===== src/rtl/pfrd_pkg.sv =====
// Shared constants, types and opcodes of the framebuffer draw engine.
// No dependencies; imported by the controller, datapath and top level.
package pfrd_pkg;

    localparam int SCREEN_WIDTH  = 128;
    localparam int SCREEN_PAGES  = 8;
    localparam int SCREEN_HEIGHT = SCREEN_PAGES * 8;
    localparam int STORE_BYTES   = SCREEN_WIDTH * SCREEN_PAGES;
    localparam int ADDR_W        = $clog2(STORE_BYTES);
    localparam int COL_W         = $clog2(SCREEN_WIDTH);
    localparam int PAGE_W        = (SCREEN_PAGES > 1) ? $clog2(SCREEN_PAGES) : 1;
    // wide enough to hold both a read index and the store size
    localparam int CMP_W         = (ADDR_W + 1 > 10) ? ADDR_W + 1 : 10;

    typedef logic [ADDR_W-1:0] addr_t;
    typedef logic [COL_W-1:0]  col_t;
    typedef logic [PAGE_W-1:0] page_t;

    typedef enum logic [2:0] {
        OP_CLEAR     = 3'd0,
        OP_PIXEL     = 3'd1,
        OP_RECT_FILL = 3'd2,
        OP_RECT_LINE = 3'd3,
        OP_READ      = 3'd4
    } op_t;

    typedef enum logic [2:0] {
        ST_CLEAR,
        ST_IDLE,
        ST_FILL,
        ST_DRAW,
        ST_DRAIN,
        ST_READ,
        ST_DONE
    } state_t;

    // controller -> datapath
    typedef struct packed {
        logic capture;     // latch the command beat
        logic init_full;   // sweep over the whole store
        logic init_point;  // sweep over the single pixel byte
        logic advance;     // step the sweep counters
        logic mem_rd;      // read current byte for read-modify-write
        logic rd_index;    // read the byte named by read_index
        logic wr_fill;     // write fill data at current byte
        logic wr_zero;     // fill data is zero (reset clearing)
        logic out_load;    // load the response register
    } ctl_cmd_t;

    // datapath -> controller
    typedef struct packed {
        logic last;        // current byte is the last of the sweep
        logic out_free;    // response register can take a beat
    } dp_status_t;

endpackage


===== src/rtl/pfrd_ctrl.sv =====
// Command sequencer of the draw engine: clearing pass, fills, RMW sweeps.
// Depends on pfrd_pkg.
module pfrd_ctrl import pfrd_pkg::*; (
    input  logic       clk,
    input  logic       rst_n,
    input  logic       in_valid,
    input  logic [2:0] in_op,
    output logic       in_ready,
    input  dp_status_t stat,
    output ctl_cmd_t   cmd
);

    state_t state_reg;
    state_t state_next;

    always_ff @(posedge clk or negedge rst_n)
    begin
        if (!rst_n)
        begin
            state_reg <= ST_CLEAR;
        end
        else
        begin
            state_reg <= state_next;
        end
    end

    always_comb
    begin
        state_next = state_reg;
        cmd        = '0;
        in_ready   = 1'b0;
        unique case (state_reg)
            ST_CLEAR:
            begin
                cmd.wr_fill = 1'b1;
                cmd.wr_zero = 1'b1;
                cmd.advance = 1'b1;
                if (stat.last)
                begin
                    state_next = ST_IDLE;
                end
            end
            ST_IDLE:
            begin
                in_ready = 1'b1;
                if (in_valid)
                begin
                    cmd.capture = 1'b1;
                    unique case (in_op) inside
                        OP_CLEAR:
                        begin
                            cmd.init_full = 1'b1;
                            state_next    = ST_FILL;
                        end
                        OP_PIXEL:
                        begin
                            cmd.init_point = 1'b1;
                            state_next     = ST_DRAW;
                        end
                        OP_RECT_FILL, OP_RECT_LINE:
                        begin
                            cmd.init_full = 1'b1;
                            state_next    = ST_DRAW;
                        end
                        OP_READ:
                        begin
                            state_next = ST_READ;
                        end
                        default:
                        begin
                            state_next = ST_DONE;
                        end
                    endcase
                end
            end
            ST_FILL:
            begin
                cmd.wr_fill = 1'b1;
                cmd.advance = 1'b1;
                if (stat.last)
                begin
                    state_next = ST_DONE;
                end
            end
            ST_DRAW:
            begin
                cmd.mem_rd  = 1'b1;
                cmd.advance = 1'b1;
                if (stat.last)
                begin
                    state_next = ST_DRAIN;
                end
            end
            ST_DRAIN:
            begin
                // last write-back of the sweep lands here
                state_next = ST_DONE;
            end
            ST_READ:
            begin
                cmd.rd_index = 1'b1;
                state_next   = ST_DONE;
            end
            ST_DONE:
            begin
                if (stat.out_free)
                begin
                    cmd.out_load = 1'b1;
                    state_next   = ST_IDLE;
                end
            end
            default:
            begin
                state_next = ST_IDLE;
            end
        endcase
    end

endmodule


===== config.mk =====
export PLATFORM = sky130hd
export DESIGN_NAME = pfrd_ctrl
export DESIGN_NICKNAME = d
export VERILOG_FILES = /design/src/rtl/pfrd_pkg.sv /design/src/rtl/pfrd_ctrl.sv
export SDC_FILE = /design/constraint.sdc
export NUM_CORES = 1
export LEC_CHECK = 0
export BUFFER_PORTS_ARGS = -buffer_cell sky130_fd_sc_hd__buf_4
export CAP_MARGIN = 5
export CORE_AREA = 2 2 39 41
export DETAILED_ROUTE_END_ITERATION = 6
export DIE_AREA = 0 0 41 43
export RECOVER_POWER = 50
export SLEW_MARGIN = 15
export SYNTH_ARGS = -nofsm -noshare
export SYNTH_HDL_FRONTEND = slang
export SYNTH_SLANG_ARGS = --single-unit

===== constraint.sdc =====
create_clock -name clk -period 2.2 [get_ports clk]
set_input_delay 0.22 -clock clk [delete_from_list [all_inputs] [get_ports clk]]
set_output_delay 0.22 -clock clk [all_outputs]
set_load 0.02 [all_outputs]

==> results_dict.tcl <==
set metrics [dict create \
    start_util_pct 25.0 \
    cts_tree "built" \
    r2r_start "state_reg[2]" \
    antenna_cells 0 \
    max_slew_margin_pct 66.8 \
    first_iter_violations 3 \
    p_leak_uw 0.000216 \
    yosysMostFrequentCell "a21oi_1" \
    cp.arrival_ns 1.57 \
    grt_antenna_before_repair 0 \
    syn_inst 42 \
    dp_slack_ns 0.659 \
    slew_violations 0 \
    synth-compound-area-share_pct 30.8 \
    min_period_ns 1.79 \
    synth-xor-area-share_pct 0 \
    ios 18 \
    routedWlPerCell_um 9.95 \
    p_seq_share_pct 26.3 \
    synth_mux_area_share_pct 0 \
    p_total_uw 683 \
    htree_levels 1 \
    finClkSkew_ns 0.00200 \
    netSwitchingPower_uw 326 \
    combPwrFrac_pct 59.8 \
    largest_register_ffs 3 \
    synth_fa_ha_area_share_pct 0 \
    fill_cells 152 \
    max_freq_mhz 558 \
    final_nets 70 \
    clockBufferDepth 2 \
    hold_viol 0 \
    num_vias 368 \
    min_path_type "input pin to async pin" \
    grt_overflow 0 \
    stdcell_area_um2 494 \
    setup_slack_ns 0.409 \
    synth-seq-area-share_pct 21.7 \
    status "complete, no violations" \
    cts_resized 0 \
    place.gp.congestion 0.801 \
    worst_pin_slew_ns 0.498 \
    synth_cell_types 25 \
    dieArea_um2 1760 \
    dpl.hpwl_um 593 \
    die_x_um 41 \
    cts_setup_buffers 0 \
    maxCapViolCount 0 \
    crit_path_end_kind "primary output" \
    clockPowerShare_pct 13.9 \
    synth_area_um2 345 \
    ff2ff_setup_slack_ns 0.83 \
    r2r_cells 3 \
    synthTopCellsByCount "a21oi_1 (5), nor2_1 (4)" \
    clock-sinks 3 \
    rows 14 \
    grt_pass1_vias 312 \
    synth_edf_count 0 \
    io_buffers 17 \
    areaGrowthSynthToFinish_pct 43.1 \
    synth_top_family_by_area "simple AND/OR/NAND/NOR gates" \
    power_density_nw_per_um2 1380 \
    synth_top_area_cell "dfrtp_1" \
    viasPerCell 4.78 \
    synthArstFlopShare_pct 100 \
    p_sw_share_pct 47.7 \
    path_max_fanout 15 \
    ys_ff_latch 3 \
    timing.hold.ws_ns 0.322 \
    cts-root-buf "clkbuf_4" \
    finalSetupTns_ns 0 \
    required_ns 1.98 \
    die_h_um 43 \
    drive_gt1_share_pct 34.4 \
    netlist.area_leader.share_pct 21.7 \
    synth_flop_cell "dfrtp_1" \
    wl_um 766 \
    ys_warn_count 0 \
    ir_drop_mv 0.707 \
    antenna_left 0 \
    placed_area_um2 469 \
    synth_area_per_cell_um2 8.22 \
    syn_nets 50 \
    crit_type "flip-flop to primary output" \
    clk_latency_ns 0.23 \
    synthSimpleGateAreaFrac_pct 37.3 \
    start_kind "flip-flop" \
    grt_usage_pct 10.4 \
    core_um2 1380 \
    r2r-end "state_reg[2]" \
    internal_power_uw 357 \
    drc 0 \
    rsz0062_at_grt "no" \
    dr.pass1.iters 3 \
    grt_pass1_wl_um 1260 \
    grt_max_degree 16 \
    period_share_pct 81.4 \
    numCtsBuffers 3 \
    setup_viol 0 \
    clk_pin_slew_ns 0.04 \
    synth_area_leaders "dfrtp_1 (22%), a21oi_1 (7.2%), nor3b_1 (6.5%)" \
]
[kinds of logic after synthesis]
| kind of cell | Yosys count |
|---|---|
| flip-flops | 3 |
| buffers and inverters | 6 |
| AND/OR/NAND/NOR | 18 |
| AO/OA/AOI/OAI | 15 |
[area by class of cell]
cell class / count / area [µm²] / area share (%)
clock buffer: 4 / 26.3 / 5.32
inverter: 3 / 11.3 / 2.28
multi-input combinational: 33 / 235 / 47.6
sequential: 3 / 75.1 / 15.2
tap: 16 / 20.0 / 4.05
timing repair buffer: 18 / 126 / 25.6
[how the worst max path moves through the flow]
stage	startpoint	endpoint	slack, ns	depth (start not counted)
3_5_place_dp	state_reg[2]	cmd[6]	0.66	4
2_1_floorplan	state_reg[1]	cmd[6]	0.45	4
4_1_cts	state_reg[2]	cmd[6]	0.40	4
3_3_place_gp	state_reg[2]	cmd[6]	0.68	4
5_1_grt	state_reg[2]	cmd[6]	0.24	4
6_report	state_reg[2]	cmd[6]	0.41	4
[what timing repair did]
item | 4_1_cts | 5_1_grt
endpoints found under the hold margin | 3 | 0
setup endpoints to repair | 0 | 0
hold buffers | 1 | 0
[power groups by stage]
stage	Combinational, µW	Sequential, µW	Clock, µW
floorplan	387	110	0
global placement	434	178	0
detailed placement	431	181	0
CTS	434	180	99.6
global route	453	194	108
finish	408	179	94.9
[worst max-delay path, stage by stage, from the launching register on]
cell and delay, ns:
dfrtp_1 0.55, nor3b_4 0.29, nand3b_1 0.12, nor3b_1 0.21
buf_4 0.17
[cells in the final DEF (no fill, tap or decap)]
cell type	instances
inv_1	3
nor3_1	1
nor3b_4	1
a2bb2oi_1	1
dfrtp_1	3
nand2_2	1
a221oi_2	1
or3b_1	1
dlygate4sd3_1	1
and2_1	3
o21bai_1	1
buf_4	14
and2b_1	1
and4bb_2	1
clkbuf_4	3
a32o_1	1
nor2_1	4
clkbuf_1	4
o22a_1	2
nand3b_1	1
a21boi_1	1
o21ai_0	3
nor3b_1	3
a21oi_1	5
nor2b_1	1
[stage by stage]
step / utilization, % / instances
after floorplan: - / 42
after global placement: 33.9 / 72
after detailed placement: 33.9 / 72
after CTS: 36.5 / 77
after global routing: 35.7 / 77
final: 35.7 / 77
[routing by layer]
layer,GRT usage [%],up-vias,wire length (µm)
li1,-,191,-
met1,14.5,166,332
met5,0,-,0
met3,1.57,0,60
met4,6.00,0,0
met2,14.4,11,373
No activity file was read; power rests on OpenSTA's default activity.
